File: config.mk
export PLATFORM = sky130hd
export DESIGN_NAME = modular_exponentiation
export DESIGN_NICKNAME = d
export VERILOG_FILES = /design/src/rtl/core/mexp_pkg.sv /design/src/rtl/core/mexp_mulmod.sv /design/src/rtl/core/modular_exponentiation.sv
export SDC_FILE = /design/constraint.sdc
export NUM_CORES = 2
export LEC_CHECK = 0
export BUFFER_PORTS_ARGS = -buffer_cell sky130_fd_sc_hd__buf_4
export CAP_MARGIN = 20
export CORE_ASPECT_RATIO = 1.4
export CORE_MARGIN = 4
export CORE_UTILIZATION = 60
export DETAILED_ROUTE_END_ITERATION = 6
export HOLD_SLACK_MARGIN = 0.05
export PLACE_DENSITY = 0.78
export SYNTH_ARGS = -nofsm -noshare
export SYNTH_HDL_FRONTEND = slang
export SYNTH_SLANG_ARGS = --single-unit
File: constraint.sdc
create_clock -name i_clk -period 14.42 [get_ports i_clk]
set_input_delay 0.721 -clock i_clk [delete_from_list [all_inputs] [get_ports i_clk]]
set_output_delay 0.721 -clock i_clk [all_outputs]
set_load 0.005 [all_outputs]
File: src/rtl/core/mexp_pkg.sv
// Shared types and constants for the modular exponentiation block.
// No dependencies; imported by mexp_mulmod, modular_exponentiation and the testbench.
package mexp_pkg;

    // Fixed widths of the external ports
    localparam int DATA_BITS    = 64;
    localparam int CFG_IDX_BITS = 2;

    // Configuration register indexes
    localparam logic [CFG_IDX_BITS-1:0] REG_EXPONENT = 2'd0;
    localparam logic [CFG_IDX_BITS-1:0] REG_MODULUS  = 2'd1;

    // Register reset values
    localparam logic [DATA_BITS-1:0] EXPONENT_RESET = 64'd65537;
    localparam logic [DATA_BITS-1:0] MODULUS_RESET  = 64'd1;

    // Top-level sequencer states
    typedef enum logic [4:0] {
        S_IDLE   = 5'b00001,
        S_REDUCE = 5'b00010,
        S_LAUNCH = 5'b00100,
        S_WAIT   = 5'b01000,
        S_FINISH = 5'b10000
    } t_state;

    // Modular multiplier states
    typedef enum logic [2:0] {
        M_IDLE = 3'b001,
        M_PREP = 3'b010,
        M_RUN  = 3'b100
    } t_mul_state;

    // Multiplier status toward the sequencer
    typedef struct packed {
        logic busy;
        logic done;
    } t_mul_status;

endpackage

File: src/rtl/core/mexp_mulmod.sv
// Bit-serial modular multiplier: (a * b) mod m, MSB-first shift-and-add.
// Depends on mexp_pkg. Expects a < m; b may be any value.
module mexp_mulmod
    import mexp_pkg::*;
#(
    parameter int WORD_BITS = 64
) (
    input  logic                 i_clk,
    input  logic                 i_rst_n,
    input  logic                 i_start,
    input  logic [WORD_BITS-1:0] i_mult_a,
    input  logic [WORD_BITS-1:0] i_mult_b,
    input  logic [WORD_BITS-1:0] i_modulus,
    output t_mul_status          o_status,
    output logic [WORD_BITS-1:0] o_product
);

    localparam int XW = WORD_BITS + 3;
    localparam int CW = $clog2(WORD_BITS);
    localparam logic [CW-1:0] LAST_STEP = CW'(WORD_BITS - 1);

    t_mul_state r_state, n_state;
    logic [CW-1:0] r_cnt, n_cnt;
    logic r_done, n_done;

    logic [WORD_BITS-1:0] r_a, r_b, r_m, r_acc;
    logic signed [XW-1:0] r_am1, r_am2, r_nm1, r_nm2;

    logic signed [XW-1:0] ext_a, ext_m;
    logic signed [XW-1:0] dbl, c0, c1, c2, s0, s1, s2;
    logic                 bit_b;
    logic [WORD_BITS-1:0] step_acc;

    assign ext_a = {3'b000, r_a};
    assign ext_m = {3'b000, r_m};

    // One step: acc = 2*acc + bit*a, reduced by 0, m or 2m in parallel
    always_comb begin
        bit_b = r_b[WORD_BITS-1];
        dbl   = {2'b00, r_acc, 1'b0};
        c0    = bit_b ? ext_a : '0;
        c1    = bit_b ? r_am1 : r_nm1;
        c2    = bit_b ? r_am2 : r_nm2;
        s0    = dbl + c0;
        s1    = dbl + c1;
        s2    = dbl + c2;
        if (!s2[XW-1]) begin
            step_acc = s2[WORD_BITS-1:0];
        end else if (!s1[XW-1]) begin
            step_acc = s1[WORD_BITS-1:0];
        end else begin
            step_acc = s0[WORD_BITS-1:0];
        end
    end

    // Sequence: load, precompute offsets, then one multiplier bit per cycle
    always_comb begin
        n_state = r_state;
        n_cnt   = r_cnt;
        n_done  = 1'b0;
        case (r_state)
            M_IDLE: begin
                if (i_start) begin
                    n_state = M_PREP;
                end
            end
            M_PREP: begin
                n_state = M_RUN;
                n_cnt   = '0;
            end
            M_RUN: begin
                n_cnt = r_cnt + CW'(1);
                if (r_cnt == LAST_STEP) begin
                    n_state = M_IDLE;
                    n_done  = 1'b1;
                end
            end
            default: begin
                n_state = M_IDLE;
            end
        endcase
    end

    always_ff @(posedge i_clk) begin
        if (!i_rst_n) begin
            r_state <= M_IDLE;
            r_cnt   <= '0;
            r_done  <= 1'b0;
        end else begin
            r_state <= n_state;
            r_cnt   <= n_cnt;
            r_done  <= n_done;
        end
    end

    // Operand and accumulator registers
    always_ff @(posedge i_clk) begin
        if (r_state == M_IDLE && i_start) begin
            r_a   <= i_mult_a;
            r_b   <= i_mult_b;
            r_m   <= i_modulus;
            r_acc <= '0;
        end
        if (r_state == M_PREP) begin
            r_am1 <= ext_a - ext_m;
            r_am2 <= ext_a - (ext_m <<< 1);
            r_nm1 <= -ext_m;
            r_nm2 <= -(ext_m <<< 1);
        end
        if (r_state == M_RUN) begin
            r_acc <= step_acc;
            r_b   <= r_b << 1;
        end
    end

    assign o_status.busy = (r_state != M_IDLE);
    assign o_status.done = r_done;
    assign o_product     = r_acc;

    // The accumulator stays reduced through the whole run
    a_acc_reduced: assert property (@(posedge i_clk) disable iff (!i_rst_n)
        (r_state == M_RUN) |-> (r_acc < r_m))
        else $error("mulmod accumulator not below modulus");

    // Offsets are precomputed in the prep state, which the run state follows directly
    a_prep_to_run: assert property (@(posedge i_clk) disable iff (!i_rst_n)
        (r_state == M_PREP) |=> (r_state == M_RUN))
        else $error("mulmod prep not followed by run");

    // Done is only flagged once the run is over
    a_done_idle: assert property (@(posedge i_clk) disable iff (!i_rst_n)
        r_done |-> (r_state == M_IDLE))
        else $error("mulmod done while still running");

endmodule

File: src/rtl/core/modular_exponentiation.sv
// Modular exponentiation top level: base ^ exponent mod modulus.
// Depends on mexp_pkg and mexp_mulmod (two instances).
//
// Usage:
//   Input channel (i_valid / o_stall / i_base_value): one word per transaction,
//   taken while the block is idle; o_stall is high while a word is in work.
//   Output channel (o_valid / i_stall / o_power_result): one result per input.
//   Config channel (i_cfg_valid / o_cfg_ready / i_cfg_index / i_cfg_data):
//   index 0 writes the exponent, index 1 the modulus (a zero write is
//   dropped, a zero modulus after masking acts as 1). Write only when idle.
// Operation: the base is first reduced in one multiplier pass; each exponent
//   bit up to the highest set one then takes one further pass, in which the
//   multiply and the square run side by side on two bit-serial multipliers
//   that handle one multiplier bit per cycle. A zero exponent skips the
//   multiplier passes and returns 1.
// Reset (synchronous, active low) returns exponent to 65537, modulus to 1,
//   and drops any word in work. A stalled result is held in the output
//   register; the next word is accepted meanwhile and waits at the end of
//   its computation until that register frees.
module modular_exponentiation
    import mexp_pkg::*;
#(
    parameter int WORD_BITS = 64
) (
    input  logic                    i_clk,
    input  logic                    i_rst_n,
    input  logic                    i_valid,
    output logic                    o_stall,
    input  logic [DATA_BITS-1:0]    i_base_value,
    output logic                    o_valid,
    input  logic                    i_stall,
    output logic [DATA_BITS-1:0]    o_power_result,
    input  logic                    i_cfg_valid,
    output logic                    o_cfg_ready,
    input  logic [CFG_IDX_BITS-1:0] i_cfg_index,
    input  logic [DATA_BITS-1:0]    i_cfg_data
);

    localparam logic [WORD_BITS-1:0] ONE = WORD_BITS'(1);

    t_state r_state, n_state;
    logic   r_out_valid;

    logic [WORD_BITS-1:0] r_exponent, r_modulus;
    logic [WORD_BITS-1:0] r_mod_eff, r_exp, r_base, r_result, r_out;

    logic                 accept, cfg_write, out_free;
    logic [WORD_BITS-1:0] mod_now, one_now, one_red;

    logic                 sq_start, mul_start;
    logic [WORD_BITS-1:0] sq_a, sq_b, sq_m, sq_prod, mul_prod;
    t_mul_status          sq_st, mul_st;

    assign o_cfg_ready = 1'b1;
    assign cfg_write   = i_cfg_valid && o_cfg_ready;
    assign o_stall     = (r_state != S_IDLE);
    assign accept      = i_valid && !o_stall;
    assign out_free    = !r_out_valid || !i_stall;

    // Effective modulus and reduced one from the registers as they stand
    assign mod_now = (r_modulus == '0) ? ONE : r_modulus;
    assign one_now = (mod_now == ONE) ? '0 : ONE;
    assign one_red = (r_mod_eff == ONE) ? '0 : ONE;

    // Configuration registers
    always_ff @(posedge i_clk) begin
        if (!i_rst_n) begin
            r_exponent <= EXPONENT_RESET[WORD_BITS-1:0];
            r_modulus  <= MODULUS_RESET[WORD_BITS-1:0];
        end else if (cfg_write) begin
            case (i_cfg_index)
                REG_EXPONENT: r_exponent <= i_cfg_data[WORD_BITS-1:0];
                REG_MODULUS: begin
                    if (i_cfg_data != '0) begin
                        r_modulus <= i_cfg_data[WORD_BITS-1:0];
                    end
                end
                default: ;
            endcase
        end
    end

    // Multiplier operands: base reduction at accept, square of base and multiply start later
    always_comb begin
        sq_start  = 1'b0;
        mul_start = 1'b0;
        sq_a      = r_base;
        sq_b      = r_base;
        sq_m      = r_mod_eff;
        if (accept && r_exponent != '0) begin
            sq_start = 1'b1;
            sq_a     = one_now;
            sq_b     = i_base_value[WORD_BITS-1:0];
            sq_m     = mod_now;
        end else if (r_state == S_LAUNCH) begin
            sq_start  = 1'b1;
            mul_start = 1'b1;
        end
    end

    mexp_mulmod #(
        .WORD_BITS (WORD_BITS)
    ) u_square (
        .i_clk     (i_clk),
        .i_rst_n   (i_rst_n),
        .i_start   (sq_start),
        .i_mult_a  (sq_a),
        .i_mult_b  (sq_b),
        .i_modulus (sq_m),
        .o_status  (sq_st),
        .o_product (sq_prod)
    );

    mexp_mulmod #(
        .WORD_BITS (WORD_BITS)
    ) u_multiply (
        .i_clk     (i_clk),
        .i_rst_n   (i_rst_n),
        .i_start   (mul_start),
        .i_mult_a  (r_result),
        .i_mult_b  (r_base),
        .i_modulus (r_mod_eff),
        .o_status  (mul_st),
        .o_product (mul_prod)
    );

    // Sequencer: reduce base, then one exponent bit per multiplier pass
    always_comb begin
        n_state = r_state;
        case (r_state)
            S_IDLE: begin
                if (accept) begin
                    n_state = (r_exponent == '0) ? S_FINISH : S_REDUCE;
                end
            end
            S_REDUCE: begin
                if (sq_st.done) begin
                    n_state = S_LAUNCH;
                end
            end
            S_LAUNCH: begin
                n_state = S_WAIT;
            end
            S_WAIT: begin
                if (sq_st.done) begin
                    n_state = ((r_exp >> 1) == '0) ? S_FINISH : S_LAUNCH;
                end
            end
            S_FINISH: begin
                if (out_free) begin
                    n_state = S_IDLE;
                end
            end
            default: begin
                n_state = S_IDLE;
            end
        endcase
    end

    always_ff @(posedge i_clk) begin
        if (!i_rst_n) begin
            r_state     <= S_IDLE;
            r_out_valid <= 1'b0;
        end else begin
            r_state <= n_state;
            if (r_state == S_FINISH && out_free) begin
                r_out_valid <= 1'b1;
            end else if (!i_stall) begin
                r_out_valid <= 1'b0;
            end
        end
    end

    // Working registers: exponent shifter, base and running result
    always_ff @(posedge i_clk) begin
        case (r_state)
            S_IDLE: begin
                if (accept) begin
                    r_exp     <= r_exponent;
                    r_mod_eff <= mod_now;
                    r_result  <= ONE;
                end
            end
            S_REDUCE: begin
                if (sq_st.done) begin
                    r_base   <= sq_prod;
                    r_result <= one_red;
                end
            end
            S_WAIT: begin
                if (sq_st.done) begin
                    r_base <= sq_prod;
                    r_exp  <= r_exp >> 1;
                    if (r_exp[0]) begin
                        r_result <= mul_prod;
                    end
                end
            end
            S_FINISH: begin
                if (out_free) begin
                    r_out <= r_result;
                end
            end
            default: ;
        endcase
    end

    assign o_valid        = r_out_valid;
    assign o_power_result = DATA_BITS'(r_out);

    // Both multipliers finish together once launched side by side
    a_lockstep: assert property (@(posedge i_clk) disable iff (!i_rst_n)
        (r_state == S_WAIT) |-> (mul_st.done == sq_st.done))
        else $error("multiply and square passes out of step");

    // A new result only comes out of the finishing state
    a_out_source: assert property (@(posedge i_clk) disable iff (!i_rst_n)
        $rose(o_valid) |-> $past(r_state == S_FINISH))
        else $error("output valid raised outside finish");

    // Every square pass leaves a reduced value
    a_square_reduced: assert property (@(posedge i_clk) disable iff (!i_rst_n)
        sq_st.done |-> (sq_prod < r_mod_eff))
        else $error("square result not below modulus");

    // An accepted word always leaves the idle state
    a_accept_busy: assert property (@(posedge i_clk) disable iff (!i_rst_n)
        accept |=> (r_state != S_IDLE))
        else $error("accepted word not taken into work");

    // Multipliers are never restarted while busy
    a_no_restart: assert property (@(posedge i_clk) disable iff (!i_rst_n)
        (sq_start || mul_start) |-> (!sq_st.busy && !mul_st.busy))
        else $error("multiplier restarted while busy");

endmodule

==> metrics <==
status=completed; DIE AREA=159000 um^2; post-route ant nets=0; routed len/inst=26.5 um; I/O pin count=202; clock-pin transition on the worst setup and hold timing paths=0.06 ns; # H-tree levels=4; WHS Endpoint=r_exponent[0]; CP endpoint kind=register; # Max-Cap Violations=0; Slew Viols, Final=0; most common cell after layout, fill and taps aside=nand2_1; Synthesis Warnings=0; Vias/cell=6.51; Hold WC Path Type=input port to register; Post-Place Cell Area=94700 um^2; critical path class=register to register; height of the die=471 um; synth unique cells=88; Critical Path Fanout Max=79; largest net degree at the start of global routing=148; Worst setup SP type=register; clk buf depth=3; synth-to-layout area growth=8.21%; final count of hold timing violations=0; WHS Path Cells=3; Buffers on Ports=200; area fraction of the dominant cell type after synthesis=0.401; most frequent cells in the layout=nand2_1 (1433), edfxtp_1 (1226), a21oi_1 (918), ha_1 (638), nor2_1 (599); area of the multi-input gates=49000 um^2; layout cell share with drive strength beyond 1=0.0649; leakage=39.4 nW; DR iter-0 viols=7951; syn_nets=10.6k; reg2reg end=u_square.o_product[34]; asr flop ratio synth=0; ranking of synthesized cells by area=edfxtp_1 (40%), ha_1 (8.7%), nand2_1 (5.9%); Synth Register Bits=1381; final worst path period share=0.463; register area=39900 um^2; final setup margin=7.75 ns; Max Clock Freq=150 MHz; R2R Setup Slk=7.75 ns; Tightest Pin Transition=1.17 ns; setup TNS=0 ns; cell area power density=119 nW/um^2; Cell Area, Synth=91800 um^2; die width=339 um; sequential share of the synthesized area=0.435; hold_buf cts=0; Worst Path Required=14.94 ns; hpwl dp=244000 um; Cell Rows=169; largest area contributor in the netlist=edfxtp_1; R2R depth=18; first-pass GRT wire length=463000 um; clock sinks=1381; vias in the first global route=76.3k; Post-synth EDFFs=1226; CP Data Arrival Time=7.20 ns; pre-CTS setup slack=7.90 ns; initial antenna violation count=19; Synth Area per Inst=9.38 um^2; DRC=0; Via Count=76.9k; post_cts resized=0; Reg2Reg Launch Point=u_square.r_b[63]; drt pass-1 iters=7; Total GRT Usage=0.382; Setup-failing EPs final=0; fill count=12.3k; main flop type after synthesis=edfxtp_1; RSZ-0062 raised after global routing=false; fin nets=10.5k; VDD IR max=0.000124 V; GRT overflow=0; CTS tree=yes; Placeable Area=152000 um^2; Final Cell Area=99400 um^2; final wirelength=313000 um; Syn Inst Count=9794; post-CTS setup repair buffer count=0; root buf cell=clkbuf_16; Initial Utilization=0.605; Setup Skew=0.0440 ns; Clock Latency Late Sink=0.83 ns; Routability Congestion=1.05; Tmin final=6.67 ns; number of buffers created by CTS=140; origin of the worst min-delay path=i_cfg_data[0]; relative slew slack=0.220
==> cell families after synthesis <==
| group | share of synthesized area |
|---|---|
| AND/OR/NAND/NOR | 0.175 |
| AO/OA/AOI/OAI | 0.184 |
| flip-flops | 0.435 |
| buffers and inverters | 0.0334 |
| XOR/XNOR | 0.0669 |
| adder cells (fa/ha/maj) | 0.0891 |
| multiplexers | 0.0169 |
| other | 0.0000408 |
==> metrics by stage <==
stage | hold slack (ns) | utilization | power, mW | std cells
after global placement | 0.426 | 0.624 | 7.96 | 11541
after detailed placement | 0.430 | 0.624 | 8.00 | 11541
after floorplan | 0.421 | - | 7.02 | 9794
final | 0.187 | 0.655 | 11.8 | 11807
after global routing | 0.163 | 0.654 | 12.2 | 11797
after CTS | 0.136 | 0.654 | 11.7 | 11797
==> worst max-delay path: stages (launching register included) <==
cell and delay [ns]:
edfxtp_1 0.39, buf_4 0.33, buf_4 0.62, nand2b_1 0.21
nand2_1 0.06, ha_1 0.34, a21oi_1 0.22, o21a_1 0.18
nor2_1 0.05, a211oi_1 0.62, o221ai_1 0.24, nor3_1 0.50
o21ai_0 0.38, a31oi_1 0.70, xor2_4 0.41, buf_4 0.54
o21ai_0 0.18, a21oi_1 0.16, a211oi_1 0.07
==> layer usage <==
| metal | GRT usage | share of wire | vias up |
|---|---|---|---|
| li1 | - | - | 35475 |
| met3 | 0.0552 | 0.068 | 1095 |
| met5 | 0 | 0.00027 | - |
| met2 | 0.662 | 0.48 | 3578 |
| met4 | 0.278 | 0.088 | 14 |
| met1 | 0.430 | 0.36 | 36713 |
==> power breakdown <==
| group | switching, mW | internal (mW) | total [mW] |
|---|---|---|---|
| registers | 0.261 | 4.73 | 4.99 |
| logic | 1.96 | 1.08 | 3.04 |
| clock network | 1.69 | 2.08 | 3.77 |
| total | 3.92 | 7.89 | 11.8 |
==> sequential cells by signal, indices dropped and copies added (netlist names), 64 cells and up <==
name,cells
r_mod_eff,64
u_square.o_product,64
r_result,64
u_square.r_am1,65
u_multiply.o_product,64
o_power_result,64
u_multiply.r_am2,66
r_exponent,64
u_multiply.r_a,64
u_multiply.r_nm2,65
u_square.r_nm2,65
u_multiply.r_b,64
u_square.r_a,64
r_exp,64
u_square.r_m,64
u_square.r_b,64
u_multiply.r_am1,65
u_multiply.r_m,64
u_square.r_am2,66
r_base,64
r_modulus,64
==> area by class of cell <==
type | count | area share
multi-input cells | 7600 | 0.493
well taps | 1966 | 0.0248
clock inverters | 93 | 0.0103
flip-flops and latches | 1381 | 0.402
diodes | 10 | 0.000252
clock buffers | 163 | 0.0366
inverters | 325 | 0.0124
repair buffers | 269 | 0.0206
==> how the worst max path moves through the flow <==
stage,endpoint,start,slack [ns],cells past startpoint
after floorplan,u_square.r_cnt[2],u_square.r_state[0],4.14,5
after global placement,u_square.o_product[34],u_square.r_b[63],8.09,18
after detailed placement,u_square.o_product[34],u_square.r_b[63],7.90,18
after CTS,u_square.o_product[34],u_square.r_b[63],7.87,18
after global routing,u_square.o_product[34],u_square.r_b[63],7.53,18
final,u_square.o_product[34],u_square.r_b[63],7.75,18
==> cell usage after synthesis, types with 59 or more instances <==
master and count:
a21oi_1 919, nor3_1 135, mux2_2 67, nand3_1 145, o21ai_0 521, and2_1 231
nand2b_1 212, nand4_1 164, ha_1 638, mux2i_1 80, a22o_1 63, clkbuf_1 452
a211oi_1 142, xor2_1 220, xnor2_1 481, o21bai_1 131, a21o_1 373, dfxtp_1 155
nand2_1 1438, o211ai_1 59, nor2b_1 154, edfxtp_1 1226, inv_1 322, o21a_1 96
and3_1 65, nor4_1 124, a31oi_1 98, nor2_1 601
Power figures use the tool's default switching activity.
